$ cat src/hdl/assert_macros.svh
// Assertion macros shared by the scheduler RTL.
// Depends on nothing; included by modules that check their own logic.
`ifndef ASSERT_MACROS_SVH
`define ASSERT_MACROS_SVH

// Property that must hold at every clock edge outside reset.
`define SCH_ASSERT(name, clk, rst_n, prop) \
  name: assert property (@(posedge clk) disable iff (!rst_n) (prop)) \
    else $error("scheduler assertion failed");

// When the antecedent holds, the consequent must hold in the next cycle.
`define SCH_ASSERT_NEXT(name, clk, rst_n, ante, cons) \
  name: assert property (@(posedge clk) disable iff (!rst_n) (ante) |=> (cons)) \
    else $error("scheduler assertion failed");

`endif

$ cat src/hdl/mlpts_pkg.sv
// Shared types and codes of the multilevel priority task scheduler.
// Depends on nothing; used by the controller, the datapath and the top level.
package mlpts_pkg;

  // Command codes.
  localparam logic [2:0] CMD_BEGIN    = 3'd0;
  localparam logic [2:0] CMD_IO_DONE  = 3'd1;
  localparam logic [2:0] CMD_CREATE   = 3'd2;
  localparam logic [2:0] CMD_DISPATCH = 3'd3;
  localparam logic [2:0] CMD_EXECUTE  = 3'd4;

  // Instruction opcodes that block the running task.
  localparam logic [2:0] OPC_SLEEP  = 3'd4;
  localparam logic [2:0] OPC_IOWAIT = 3'd5;

  // Result status codes.
  localparam logic [1:0] ST_OK      = 2'd0;
  localparam logic [1:0] ST_FULL    = 2'd1;
  localparam logic [1:0] ST_INVALID = 2'd2;

  // Configuration register indexes.
  localparam logic REG_QUANTUM_LENGTH = 1'b0;
  localparam logic REG_QUANTUM_FIRST  = 1'b1;

  localparam logic [7:0] QUANTUM_RESET   = 8'd10;
  localparam logic [3:0] QFIRST_RESET    = 4'd5;
  localparam logic [4:0] LIVE_MAX        = 5'd31;

  // Micro-operations issued by the controller to the datapath.
  typedef enum logic [3:0] {
    OP_NONE,
    OP_DECODE,
    OP_SCAN,
    OP_PUSH_WAKE,
    OP_PUSH_CREATE,
    OP_PUSH_PRE,
    OP_PUSH_QEXP,
    OP_POP_RD,
    OP_POP_WR,
    OP_FIN,
    OP_OUT
  } dp_op_e;

  // Status returned by the datapath to the controller.
  typedef struct packed {
    logic [2:0] cmd;
    logic       id_ok;
    logic       create_ok;
    logic       io_wait;
    logic       cur_valid;
    logic       best_found;
    logic       preempt;
    logic       qexp;
    logic       sleep_wake;
    logic       scan_last;
    logic       push_ok;
  } dp_stat_t;

endpackage

$ cat src/hdl/mlpts_ctrl.sv
// Sequencing state machine of the scheduler.
// Depends on mlpts_pkg; drives the datapath by micro-operation codes.
module mlpts_ctrl import mlpts_pkg::*; (
  input  logic     clk_i,
  input  logic     rst_ni,
  input  logic     start_i,
  input  dp_stat_t stat_i,
  output logic     load_o,
  output dp_op_e   op_o,
  output logic     busy_o,
  output logic     done_o
);

  typedef enum logic [3:0] {
    S_IDLE,
    S_DECODE,
    S_SCAN,
    S_PUSH_SCAN,
    S_PUSH_IO,
    S_PUSH_CREATE,
    S_PUSH_PRE,
    S_POP_RD,
    S_POP_WR,
    S_PUSH_QEXP,
    S_FIN,
    S_OUT
  } state_e;

  state_e state_q, state_d;
  dp_op_e op_q, op_d;
  logic   done_q;

  always_comb begin
    state_d = state_q;
    unique case (state_q)
      S_IDLE: begin
        if (start_i) state_d = S_DECODE;
      end
      S_DECODE: begin
        unique case (stat_i.cmd)
          CMD_BEGIN: state_d = S_SCAN;
          CMD_IO_DONE: begin
            state_d = (stat_i.id_ok && stat_i.io_wait) ? S_PUSH_IO : S_FIN;
          end
          CMD_CREATE: begin
            state_d = (stat_i.create_ok && stat_i.cur_valid) ? S_PUSH_CREATE : S_FIN;
          end
          CMD_DISPATCH: begin
            if (stat_i.best_found && !stat_i.cur_valid) state_d = S_POP_RD;
            else if (stat_i.best_found && stat_i.preempt) state_d = S_PUSH_PRE;
            else state_d = S_FIN;
          end
          CMD_EXECUTE: begin
            state_d = (stat_i.cur_valid && stat_i.qexp) ? S_PUSH_QEXP : S_FIN;
          end
          default: state_d = S_FIN;
        endcase
      end
      S_SCAN: begin
        if (stat_i.sleep_wake) state_d = S_PUSH_SCAN;
        else if (stat_i.scan_last) state_d = S_FIN;
      end
      S_PUSH_SCAN: begin
        state_d = stat_i.scan_last ? S_FIN : S_SCAN;
      end
      S_PUSH_IO:     state_d = S_FIN;
      S_PUSH_CREATE: state_d = S_FIN;
      S_PUSH_PRE: begin
        state_d = stat_i.push_ok ? S_POP_RD : S_FIN;
      end
      S_POP_RD:    state_d = S_POP_WR;
      S_POP_WR:    state_d = S_FIN;
      S_PUSH_QEXP: state_d = S_FIN;
      S_FIN:       state_d = S_OUT;
      S_OUT:       state_d = S_IDLE;
      default:     state_d = S_IDLE;
    endcase
  end

  always_comb begin
    unique case (state_d)
      S_DECODE:      op_d = OP_DECODE;
      S_SCAN:        op_d = OP_SCAN;
      S_PUSH_SCAN:   op_d = OP_PUSH_WAKE;
      S_PUSH_IO:     op_d = OP_PUSH_WAKE;
      S_PUSH_CREATE: op_d = OP_PUSH_CREATE;
      S_PUSH_PRE:    op_d = OP_PUSH_PRE;
      S_POP_RD:      op_d = OP_POP_RD;
      S_POP_WR:      op_d = OP_POP_WR;
      S_PUSH_QEXP:   op_d = OP_PUSH_QEXP;
      S_FIN:         op_d = OP_FIN;
      S_OUT:         op_d = OP_OUT;
      default:       op_d = OP_NONE;
    endcase
  end

  always_ff @(posedge clk_i or negedge rst_ni) begin
    if (!rst_ni) begin
      state_q <= S_IDLE;
      op_q    <= OP_NONE;
      done_q  <= 1'b0;
    end else begin
      state_q <= state_d;
      op_q    <= op_d;
      done_q  <= (state_q == S_OUT);
    end
  end

  assign load_o = start_i && (state_q == S_IDLE);
  assign busy_o = (state_q != S_IDLE);
  assign op_o   = op_q;
  assign done_o = done_q;

endmodule

$ cat src/hdl/mlpts_dp.sv
// Datapath of the scheduler: task tables, level queues in one memory, results.
// Depends on mlpts_pkg and assert_macros.svh; sequenced by mlpts_ctrl.
`include "assert_macros.svh"
module mlpts_dp import mlpts_pkg::*; #(
  parameter int MAX_TASKS   = 16,
  parameter int LEVELS      = 10,
  parameter int QUEUE_DEPTH = 16
) (
  input  logic        clk_i,
  input  logic        rst_ni,
  input  logic        load_i,
  input  dp_op_e      op_i,
  output dp_stat_t    stat_o,
  input  logic        cfg_we_i,
  input  logic        cfg_idx_i,
  input  logic [7:0]  cfg_wdata_i,
  input  logic [2:0]  command_i,
  input  logic [3:0]  task_id_i,
  input  logic [3:0]  task_level_i,
  input  logic [2:0]  instr_op_i,
  input  logic [15:0] instr_arg_i,
  input  logic [7:0]  program_length_i,
  output logic        running_valid_o,
  output logic [3:0]  running_task_o,
  output logic [7:0]  running_pc_o,
  output logic        newly_scheduled_o,
  output logic        finished_valid_o,
  output logic [3:0]  finished_task_o,
  output logic [4:0]  live_tasks_o,
  output logic        all_done_o,
  output logic [1:0]  status_o
);

  localparam int TW    = $clog2(MAX_TASKS);
  localparam int LW    = $clog2(LEVELS);
  localparam int SW    = $clog2(QUEUE_DEPTH);
  localparam int FW    = $clog2(QUEUE_DEPTH + 1);
  localparam int DEPTH = LEVELS * QUEUE_DEPTH;
  localparam int AW    = $clog2(DEPTH);

  typedef logic [TW-1:0] tid_t;
  typedef logic [LW-1:0] lvl_t;
  typedef logic [SW-1:0] slot_t;
  typedef logic [FW-1:0] fill_t;
  typedef logic [AW-1:0] addr_t;

  // Latched command fields.
  logic [2:0]  cmd_q;
  logic [3:0]  id_q;
  logic [3:0]  lvl_q;
  logic [2:0]  iop_q;
  logic [15:0] arg_q;
  logic [7:0]  plen_q;

  // Per-task tables; entries are written before they are read.
  lvl_t        prio_q [MAX_TASKS];
  logic [7:0]  pc_q   [MAX_TASKS];
  logic [15:0] sl_q   [MAX_TASKS];
  logic [MAX_TASKS-1:0] sleeping_q, iow_q;

  // Level queues: circular buffers, one region per level.
  tid_t  qmem [DEPTH];
  fill_t fill_q [LEVELS];
  slot_t head_q [LEVELS];
  tid_t  rd_q;

  tid_t  taddr_q, pid_q, cur_task_q, fint_q;
  lvl_t  lsel_q;
  logic  cur_valid_q, newly_q, finv_q, exec_ok_q;
  logic [7:0] qleft_q, qlen_q;
  logic [3:0] qfl_q;
  logic [4:0] live_q;
  logic [1:0] status_q;

  logic       rv_q, rnew_q, rfinv_q, rdone_q;
  logic [3:0] rtask_q, rfint_q;
  logic [7:0] rpc_q;
  logic [4:0] rlive_q;
  logic [1:0] rstat_q;

  tid_t        t;
  lvl_t        prio_t, best;
  logic [7:0]  pc_t, pc_new, qdec;
  logic [15:0] sl_t;
  logic        id_ok, create_ok, best_found, quant, fin, blocked, qexp, wake;
  logic        push_ok, push_op, push_we;
  fill_t       fill_s;
  slot_t       head_s, head_inc, tail_slot;
  logic [SW:0] tail_sum;
  addr_t       base, waddr, raddr;
  logic [4:0]  live_inc, live_dec;

  assign t      = taddr_q;
  assign prio_t = prio_q[t];
  assign pc_t   = pc_q[t];
  assign sl_t   = sl_q[t];

  assign id_ok     = 7'(id_q) < 7'(MAX_TASKS);
  assign create_ok = id_ok && (5'(lvl_q) < 5'(LEVELS));

  // The best level is the lowest-numbered one holding a task.
  always_comb begin
    best       = '0;
    best_found = 1'b0;
    for (int i = LEVELS - 1; i >= 0; i--) begin
      if (fill_q[i] != '0) begin
        best       = lvl_t'(i);
        best_found = 1'b1;
      end
    end
  end

  assign quant   = 5'(prio_t) >= 5'(qfl_q);
  assign qdec    = (quant && (qleft_q != 8'd0)) ? qleft_q - 8'd1 : qleft_q;
  assign pc_new  = pc_t + 8'd1;
  assign fin     = pc_new >= plen_q;
  assign blocked = (iop_q == OPC_SLEEP) || (iop_q == OPC_IOWAIT);
  assign qexp    = quant && (qdec == 8'd0) && !fin && !blocked;
  assign wake    = sl_t <= 16'd1;

  assign fill_s    = fill_q[lsel_q];
  assign head_s    = head_q[lsel_q];
  assign push_ok   = fill_s < fill_t'(QUEUE_DEPTH);
  assign tail_sum  = (SW + 1)'(head_s) + (SW + 1)'(fill_s);
  assign tail_slot = (tail_sum >= (SW + 1)'(QUEUE_DEPTH)) ?
                     slot_t'(tail_sum - (SW + 1)'(QUEUE_DEPTH)) : slot_t'(tail_sum);
  assign head_inc  = (head_s == slot_t'(QUEUE_DEPTH - 1)) ? '0 : head_s + slot_t'(1);
  assign base      = addr_t'(lsel_q) * addr_t'(QUEUE_DEPTH);
  assign waddr     = base + addr_t'(tail_slot);
  assign raddr     = base + addr_t'(head_s);

  assign push_op = (op_i == OP_PUSH_WAKE) || (op_i == OP_PUSH_CREATE) ||
                   (op_i == OP_PUSH_PRE) || (op_i == OP_PUSH_QEXP);
  assign push_we = push_op && push_ok;

  assign live_inc = (live_q == LIVE_MAX) ? live_q : live_q + 5'd1;
  assign live_dec = (live_q == 5'd0) ? live_q : live_q - 5'd1;

  always_comb begin
    stat_o            = '0;
    stat_o.cmd        = cmd_q;
    stat_o.id_ok      = id_ok;
    stat_o.create_ok  = create_ok;
    stat_o.io_wait    = id_ok && iow_q[t];
    stat_o.cur_valid  = cur_valid_q;
    stat_o.best_found = best_found;
    stat_o.preempt    = best < prio_t;
    stat_o.qexp       = qexp;
    stat_o.sleep_wake = sleeping_q[t] && wake;
    stat_o.scan_last  = (t == tid_t'(MAX_TASKS - 1));
    stat_o.push_ok    = push_ok;
  end

  always_ff @(posedge clk_i) begin
    if (push_we) qmem[waddr] <= pid_q;
  end

  always_ff @(posedge clk_i) begin
    if (op_i == OP_POP_RD) rd_q <= qmem[raddr];
  end

  // Payload registers and task tables.
  always_ff @(posedge clk_i) begin
    if (load_i) begin
      cmd_q  <= command_i;
      id_q   <= task_id_i;
      lvl_q  <= task_level_i;
      iop_q  <= instr_op_i;
      arg_q  <= instr_arg_i;
      plen_q <= program_length_i;
      taddr_q <= (command_i == CMD_DISPATCH || command_i == CMD_EXECUTE) ?
                 cur_task_q : tid_t'(task_id_i);
    end
    unique case (op_i)
      OP_DECODE: begin
        unique case (cmd_q)
          CMD_BEGIN: taddr_q <= '0;
          CMD_IO_DONE: begin
            lsel_q <= prio_t;
            pid_q  <= t;
          end
          CMD_CREATE: begin
            if (create_ok) begin
              prio_q[t] <= lvl_t'(lvl_q);
              pc_q[t]   <= 8'd0;
              lsel_q    <= lvl_t'(lvl_q);
              pid_q     <= t;
            end
          end
          CMD_DISPATCH: begin
            if (!cur_valid_q) begin
              lsel_q <= best;
            end else begin
              lsel_q <= prio_t;
              pid_q  <= t;
            end
          end
          CMD_EXECUTE: begin
            if (cur_valid_q) begin
              pc_q[t] <= pc_new;
              if (iop_q == OPC_SLEEP) sl_q[t] <= arg_q;
              lsel_q <= prio_t;
              pid_q  <= t;
            end
          end
          default: ;
        endcase
      end
      OP_SCAN: begin
        if (sleeping_q[t] && wake) begin
          sl_q[t] <= 16'd0;
          lsel_q  <= prio_t;
          pid_q   <= t;
        end else begin
          if (sleeping_q[t]) sl_q[t] <= sl_t - 16'd1;
          taddr_q <= t + tid_t'(1);
        end
      end
      OP_PUSH_WAKE: taddr_q <= t + tid_t'(1);
      OP_PUSH_PRE:  lsel_q <= best;
      OP_FIN:       taddr_q <= cur_task_q;
      default: ;
    endcase
  end

  // Control state and result registers.
  always_ff @(posedge clk_i or negedge rst_ni) begin
    if (!rst_ni) begin
      sleeping_q  <= '0;
      iow_q       <= '0;
      fill_q      <= '{default: '0};
      head_q      <= '{default: '0};
      cur_task_q  <= '0;
      cur_valid_q <= 1'b0;
      qleft_q     <= QUANTUM_RESET;
      qlen_q      <= QUANTUM_RESET;
      qfl_q       <= QFIRST_RESET;
      live_q      <= '0;
      status_q    <= ST_OK;
      newly_q     <= 1'b0;
      finv_q      <= 1'b0;
      fint_q      <= '0;
      exec_ok_q   <= 1'b0;
      rv_q        <= 1'b0;
      rtask_q     <= '0;
      rpc_q       <= '0;
      rnew_q      <= 1'b0;
      rfinv_q     <= 1'b0;
      rfint_q     <= '0;
      rlive_q     <= '0;
      rdone_q     <= 1'b0;
      rstat_q     <= ST_OK;
    end else begin
      if (cfg_we_i) begin
        unique case (cfg_idx_i)
          REG_QUANTUM_LENGTH: qlen_q <= cfg_wdata_i;
          REG_QUANTUM_FIRST:  qfl_q  <= cfg_wdata_i[3:0];
          default: ;
        endcase
      end
      if (load_i) begin
        status_q  <= ST_OK;
        newly_q   <= 1'b0;
        finv_q    <= 1'b0;
        fint_q    <= '0;
        exec_ok_q <= 1'b0;
      end
      if (push_op) begin
        if (push_ok) fill_q[lsel_q] <= fill_s + fill_t'(1);
        else status_q <= ST_FULL;
      end
      unique case (op_i)
        OP_DECODE: begin
          unique case (cmd_q)
            CMD_BEGIN: ;
            CMD_IO_DONE: begin
              if (id_ok && iow_q[t]) iow_q[t] <= 1'b0;
              else status_q <= ST_INVALID;
            end
            CMD_CREATE: begin
              if (!create_ok) begin
                status_q <= ST_INVALID;
              end else begin
                sleeping_q[t] <= 1'b0;
                iow_q[t]      <= 1'b0;
                if (!cur_valid_q) begin
                  cur_task_q  <= t;
                  cur_valid_q <= 1'b1;
                  qleft_q     <= qlen_q;
                  newly_q     <= 1'b1;
                  live_q      <= live_inc;
                end
              end
            end
            CMD_DISPATCH: ;
            CMD_EXECUTE: begin
              if (!cur_valid_q) begin
                status_q <= ST_INVALID;
              end else begin
                exec_ok_q <= 1'b1;
                qleft_q   <= qdec;
                if (fin) begin
                  sleeping_q[t] <= 1'b0;
                  iow_q[t]      <= 1'b0;
                  cur_valid_q   <= 1'b0;
                  finv_q        <= 1'b1;
                  fint_q        <= t;
                  live_q        <= live_dec;
                end else if (iop_q == OPC_SLEEP) begin
                  sleeping_q[t] <= 1'b1;
                  cur_valid_q   <= 1'b0;
                end else if (iop_q == OPC_IOWAIT) begin
                  iow_q[t]    <= 1'b1;
                  cur_valid_q <= 1'b0;
                end
              end
            end
            default: status_q <= ST_INVALID;
          endcase
        end
        OP_SCAN: begin
          if (sleeping_q[t] && wake) sleeping_q[t] <= 1'b0;
        end
        OP_PUSH_CREATE: begin
          if (push_ok) live_q <= live_inc;
        end
        OP_PUSH_QEXP: begin
          if (push_ok) cur_valid_q <= 1'b0;
        end
        OP_POP_WR: begin
          cur_task_q     <= rd_q;
          cur_valid_q    <= 1'b1;
          qleft_q        <= qlen_q;
          newly_q        <= 1'b1;
          head_q[lsel_q] <= head_inc;
          fill_q[lsel_q] <= fill_s - fill_t'(1);
        end
        OP_OUT: begin
          rv_q    <= cur_valid_q;
          rtask_q <= cur_valid_q ? 4'(cur_task_q) : 4'd0;
          rpc_q   <= cur_valid_q ? pc_t : 8'd0;
          rnew_q  <= newly_q;
          rfinv_q <= finv_q;
          rfint_q <= 4'(fint_q);
          rlive_q <= live_q;
          rdone_q <= exec_ok_q && (live_q == 5'd0);
          rstat_q <= status_q;
        end
        default: ;
      endcase
    end
  end

  assign running_valid_o   = rv_q;
  assign running_task_o    = rtask_q;
  assign running_pc_o      = rpc_q;
  assign newly_scheduled_o = rnew_q;
  assign finished_valid_o  = rfinv_q;
  assign finished_task_o   = rfint_q;
  assign live_tasks_o      = rlive_q;
  assign all_done_o        = rdone_q;
  assign status_o          = rstat_q;

  // The selected level is meaningful while a push or a pop is under way.
  `SCH_ASSERT(a_fill_bound, clk_i, rst_ni, !push_op || (fill_s <= fill_t'(QUEUE_DEPTH)))
  `SCH_ASSERT_NEXT(a_pop_runs, clk_i, rst_ni, op_i == OP_POP_WR, cur_valid_q)
  `SCH_ASSERT_NEXT(a_fin_idles, clk_i, rst_ni,
    op_i == OP_DECODE && cmd_q == CMD_EXECUTE && cur_valid_q && fin, !cur_valid_q)

endmodule

$ cat src/hdl/multilevel_priority_task_scheduler_top.sv
// Top level of the multilevel priority task scheduler.
// Depends on mlpts_pkg, mlpts_ctrl and mlpts_dp.
//
//   Channel   Handshake                 Payload
//   command   start_i / busy_o          command_i .. program_length_i
//   result    done_o (one-cycle strobe) running_valid_o .. status_o
//   config    cfg_we_i, cfg_idx_i       cfg_wdata_i
//
// From the command transfer to the result strobe, a command steps through the
// decode, fin and out states when it touches no queue, adds a push state when it
// pushes one entry (a woken I/O waiter, a create while a task runs, a quantum
// expiry), adds the pop read and pop write states for a dispatch that starts the
// head of a level on an idle processor, and for a preempting dispatch pushes the
// preempted task before it pops, if that push succeeds. begin_cycle walks the
// sleep counters one task per cycle and pushes each task that wakes in an extra
// state. busy_o is already low in the strobe cycle, so the next transfer can
// coincide with the strobe. Reset clears all control state and needs no
// clearing pass; the receiver cannot stall, and done_o is high for a single cycle.
module multilevel_priority_task_scheduler_top import mlpts_pkg::*; #(
  parameter int MAX_TASKS   = 16,
  parameter int LEVELS      = 10,
  parameter int QUEUE_DEPTH = 16
) (
  input  logic        clk_i,
  input  logic        rst_ni,
  input  logic        start_i,
  output logic        busy_o,
  input  logic [2:0]  command_i,
  input  logic [3:0]  task_id_i,
  input  logic [3:0]  task_level_i,
  input  logic [2:0]  instr_op_i,
  input  logic [15:0] instr_arg_i,
  input  logic [7:0]  program_length_i,
  input  logic        cfg_we_i,
  input  logic        cfg_idx_i,
  input  logic [7:0]  cfg_wdata_i,
  output logic        done_o,
  output logic        running_valid_o,
  output logic [3:0]  running_task_o,
  output logic [7:0]  running_pc_o,
  output logic        newly_scheduled_o,
  output logic        finished_valid_o,
  output logic [3:0]  finished_task_o,
  output logic [4:0]  live_tasks_o,
  output logic        all_done_o,
  output logic [1:0]  status_o
);

  // The controller sequences micro-operations; the datapath reports back the
  // conditions that steer each branch of the sequence.
  dp_stat_t stat;
  dp_op_e   op;
  logic     load;

  mlpts_ctrl u_ctrl (
    .clk_i   (clk_i),
    .rst_ni  (rst_ni),
    .start_i (start_i),
    .stat_i  (stat),
    .load_o  (load),
    .op_o    (op),
    .busy_o  (busy_o),
    .done_o  (done_o)
  );

  // The datapath holds the task tables, the level queue memory and the
  // result registers that stay stable until the next command's result.
  mlpts_dp #(
    .MAX_TASKS   (MAX_TASKS),
    .LEVELS      (LEVELS),
    .QUEUE_DEPTH (QUEUE_DEPTH)
  ) u_dp (
    .clk_i             (clk_i),
    .rst_ni            (rst_ni),
    .load_i            (load),
    .op_i              (op),
    .stat_o            (stat),
    .cfg_we_i          (cfg_we_i),
    .cfg_idx_i         (cfg_idx_i),
    .cfg_wdata_i       (cfg_wdata_i),
    .command_i         (command_i),
    .task_id_i         (task_id_i),
    .task_level_i      (task_level_i),
    .instr_op_i        (instr_op_i),
    .instr_arg_i       (instr_arg_i),
    .program_length_i  (program_length_i),
    .running_valid_o   (running_valid_o),
    .running_task_o    (running_task_o),
    .running_pc_o      (running_pc_o),
    .newly_scheduled_o (newly_scheduled_o),
    .finished_valid_o  (finished_valid_o),
    .finished_task_o   (finished_task_o),
    .live_tasks_o      (live_tasks_o),
    .all_done_o        (all_done_o),
    .status_o          (status_o)
  );

endmodule
$ cat config.mk
export PLATFORM = sky130hd
export DESIGN_NAME = multilevel_priority_task_scheduler_top
export DESIGN_NICKNAME = d
export VERILOG_FILES = /design/src/hdl/mlpts_pkg.sv /design/src/hdl/mlpts_ctrl.sv /design/src/hdl/mlpts_dp.sv /design/src/hdl/multilevel_priority_task_scheduler_top.sv
export VERILOG_INCLUDE_DIRS = /design/src /design/src/hdl
export SDC_FILE = /design/constraint.sdc
export NUM_CORES = 2
export LEC_CHECK = 0
export BUFFER_PORTS_ARGS = -buffer_cell sky130_fd_sc_hd__buf_4
export CAP_MARGIN = 20
export CORE_MARGIN = 2
export CORE_UTILIZATION = 54
export CTS_CLUSTER_DIAMETER = 200
export DETAILED_ROUTE_END_ITERATION = 8
export HOLD_SLACK_MARGIN = 0.03
export PLACE_DENSITY_LB_ADDON = 0.08
export SLEW_MARGIN = 5
export SYNTH_ARGS = -nofsm -noshare
export SYNTH_HDL_FRONTEND = slang
export SYNTH_SLANG_ARGS = --single-unit
$ cat constraint.sdc
create_clock -name clk_i -period 6.4 [get_ports clk_i]
set_input_delay 0.96 -clock clk_i [delete_from_list [all_inputs] [get_ports clk_i]]
set_output_delay 0.96 -clock clk_i [all_outputs]
set_load 0.1 [all_outputs]
==> flow_summary.ini <==
[clock_tree]
post-cts-setup-buffers = 0
clock_tree.buffer_depth = 3
numClockSinks = 1335
cts_buffers = 140
cts_tree = yes
root_buffer = clkbuf_16
htreeDepth = 4
cts_hold_buf = 0
clk_pin_slew_ns = 0.06
cts_resized = 0
clock_latency_ns = 0.74

[synthesis]
syn_nets = 4073
synth_ff_type = edfxtp_1
seq_area_frac_synth_pct = 69.5
synth-edff-count = 1134
ys_ff_latch = 1335
syn-mean-instance-area_um2 = 14.1
synthArstFlopShare_pct = 14.8
yosysWarnings = 0
ys_types = 84
synth_cells = 3986
syn-cell-area_um2 = 56200

[worst_setup_path]
crit_path_max_fanout = 41
arrival_ns = 6.24
startpoint = u_dp.t[0]
timing.rr.start = u_dp.t[0]
r2r_end = u_ctrl.op_o[0]
cp-start-kind = flip-flop
crit_type = reg -> reg
cp.required_ns = 7.01
critPathCaptureType = flip-flop
reg2reg_depth = 17
worst-r2r-setup-slack_ns = 0.77

[layout]
multi_input_area_um2 = 16100
drive_gt1_share_pct = 16.2
area_growth_pct = 13.1
regArea_um2 = 39100
nets = 4217
fillCellCount = 7889
antenna_cells = 0

[detailed_routing]
first_iter_violations = 3914
wl_met2_mm = 69.0
routed_via_density = 6.24
ant_nets = 0
firstDrtPassIters = 6
wl_met1_mm = 64.1
totalWireLength_mm = 151
vias = 35100
wire_per_inst_um = 26.8
highest_layer = met5
routed-wl-met3_mm = 13.9
drcViolationCount = 0

[die]
fp.dieArea_um2 = 107000
ios = 80
die_h_um = 327
core_um2 = 103000
start_util_pct = 54.4
rows = 118
dieWidth_um = 327

[place]
place_ws_ns = 0.790
io_buffers = 79
dp_hpwl_mm = 93.4
gp_congestion = 0.901

[timing]
slew_violations = 0
fin_ws_ns = 0.774
rsz0062_at_grt = no
post-route-min-period_ns = 5.63
fin_skew_ns = 0.0249
max_freq_ghz = 0.178
setup_tns_ns = 0
timing.slew.headroom_pct = 22.6
finalHoldViolCount = 0
finalCritPeriodShare_pct = 87.9
setup_viol = 0
tightest_slew_ns = 1.15

[status]
status = finished, final reports clean

[global_routing]
grt_pass1_wl_mm = 225
antenna_found_initial = 4
first_global_vias = 34500
grt.overflow.total = 0
grt_util_all_layers_pct = 28.4
grt_max_degree = 161

[hold_path]
min_path_type = in -> async

[job]
cap_violations = 0

[power]
p_leak_nw = 21.8
peakVddDrop_uv = 422
powerDensity_nw_per_um2 = 403
==> metrics by stage <==
stage | hold slack, ns | util (%) | std cells | power (mW) | area (um^2)
after floorplan | 0.406 | - | 3986 | 15.5 | 56200
after global placement | 0.453 | 57.1 | 5358 | 17.7 | 59000
after detailed placement | 0.458 | 57.1 | 5361 | 17.8 | 59000
after CTS | 0.285 | 61.5 | 5609 | 25.7 | 63500
after global routing | 0.323 | 61.5 | 5616 | 26.7 | 63600
final | 0.273 | 61.5 | 5616 | 25.6 | 63600
==> power by group <==
group | switching, mW | internal, mW
sequential | 0.591 | 10.1
clock | 3.31 | 4.66
combinational | 4.49 | 2.54
total | 8.38 | 17.3
==> logic make-up after synthesis <==
logic type / count (synthesis) / share of synthesized area [%]
simple gates: 1439 / 10.9
compound gates: 573 / 6.97
flops: 1335 / 69.5
mux: 288 / 9.18
xor+xnor: 36 / 0.561
buf+inv: 279 / 2.11
fa+ha+maj: 36 / 0.814
==> sequential cells by signal, summed over array words and instances, names as in the netlist, 5 cells and up, named ones only <==
name               cells
u_dp.live_q            5
u_dp.qmem            640
u_dp.head_q           40
u_dp.live_tasks_o      5
u_dp.qlen_q            8
u_dp.pc_q            128
u_dp.arg_q            16
u_dp.sl_q            256
u_dp.prio_q           64
u_dp.qleft_q           8
u_dp.running_pc_o      8
u_dp.fill_q           50
u_dp.plen_q            8
==> cell type report <==
cell class | instances | share of cell area (%)
Sequential cell | 1335 | 61.5
Multi-Input combinational cell | 2372 | 25.3
Clock buffer | 180 | 6.08
Timing Repair Buffer | 234 | 3.20
Tap cell | 1380 | 2.72
Clock inverter | 68 | 0.968
Inverter | 47 | 0.291
==> synth_stat cells, types with 16 or more instances <==
cell type  instances  share of area, %
edfxtp_1        1134                61
nand2_1          700               4.7
nor2_1           377               2.5
dfrtp_1          191               8.5
mux4_2           166               6.6
clkbuf_1         153               1.0
nand3_1          145               1.3
o21ai_0          126               1.1
a21oi_1          109              0.97
mux2i_1           70               1.2
nor3_1            49              0.44
buf_2             48              0.43
and3_1            44              0.49
a311oi_1          43              0.67
inv_1             43              0.29
mux2_2            42              0.84
a31oi_1           40              0.44
ha_1              35              0.78
a221oi_1          32              0.50
a22oi_1           27              0.36
buf_1             22              0.15
nand2b_1          22              0.24
a22o_1            21              0.33
nor2b_1           21              0.23
o22ai_1           20              0.22
xnor2_1           20              0.31
a211oi_1          19              0.25
o31ai_1           19              0.25
o22a_1            18              0.28
o221ai_1          16              0.25
xor2_1            16              0.25
==> layer usage <==
metal	up-vias	global-route usage [%]
met5	-	0
met4	2	8.09
met3	235	6.47
met2	1680	42.9
met1	17700	41.7
li1	15400	-
==> worst max-delay path, stage by stage (launching register included) <==
cell,delay [ns]
dfxtp_4,0.72
buf_12,0.38
mux4_2,0.56
a22o_1,0.23
a221oi_1,0.60
ha_1,0.21
nand2b_1,0.09
a21oi_1,0.08
o21a_1,0.26
nor4b_1,0.54
xor2_1,0.12
or4_1,0.60
o21ai_0,0.25
a211oi_2,0.15
inv_1,0.10
ha_1,0.17
mux2i_1,0.08
mux2_1,0.31
==> how the worst max path moves through the flow <==
stage | end | slack [ns] | depth (start not counted)
final | u_ctrl.op_o[0] | 0.77 | 17
after global routing | u_ctrl.op_o[0] | 0.29 | 17
after floorplan | u_ctrl.op_o[0] | 0.21 | 22
after CTS | u_ctrl.op_o[0] | 0.73 | 17
after global placement | u_ctrl.op_o[0] | 0.86 | 17
after detailed placement | u_ctrl.op_o[0] | 0.79 | 17
==> cells in the final DEF (no fill, tap or decap), types with 21 or more instances in the layout <==
cell type / Yosys / final
edfxtp_1: 1134 / 1134
nand2_1: 700 / 700
nor2_1: 377 / 360
buf_4: 2 / 208
dfrtp_1: 191 / 191
mux4_2: 166 / 166
clkbuf_16: 0 / 148
nand3_1: 145 / 145
o21ai_0: 126 / 126
a21oi_1: 109 / 109
mux2i_1: 70 / 69
nor3_1: 49 / 49
inv_1: 43 / 43
and3_1: 44 / 43
a311oi_1: 43 / 43
mux2_2: 42 / 42
a31oi_1: 40 / 40
ha_1: 35 / 35
a221oi_1: 32 / 32
clkbuf_1: 153 / 28
a22oi_1: 27 / 27
clkinv_1: 2 / 27
nand2b_1: 22 / 22
a22o_1: 21 / 21
(Power assumes the default switching activity.)
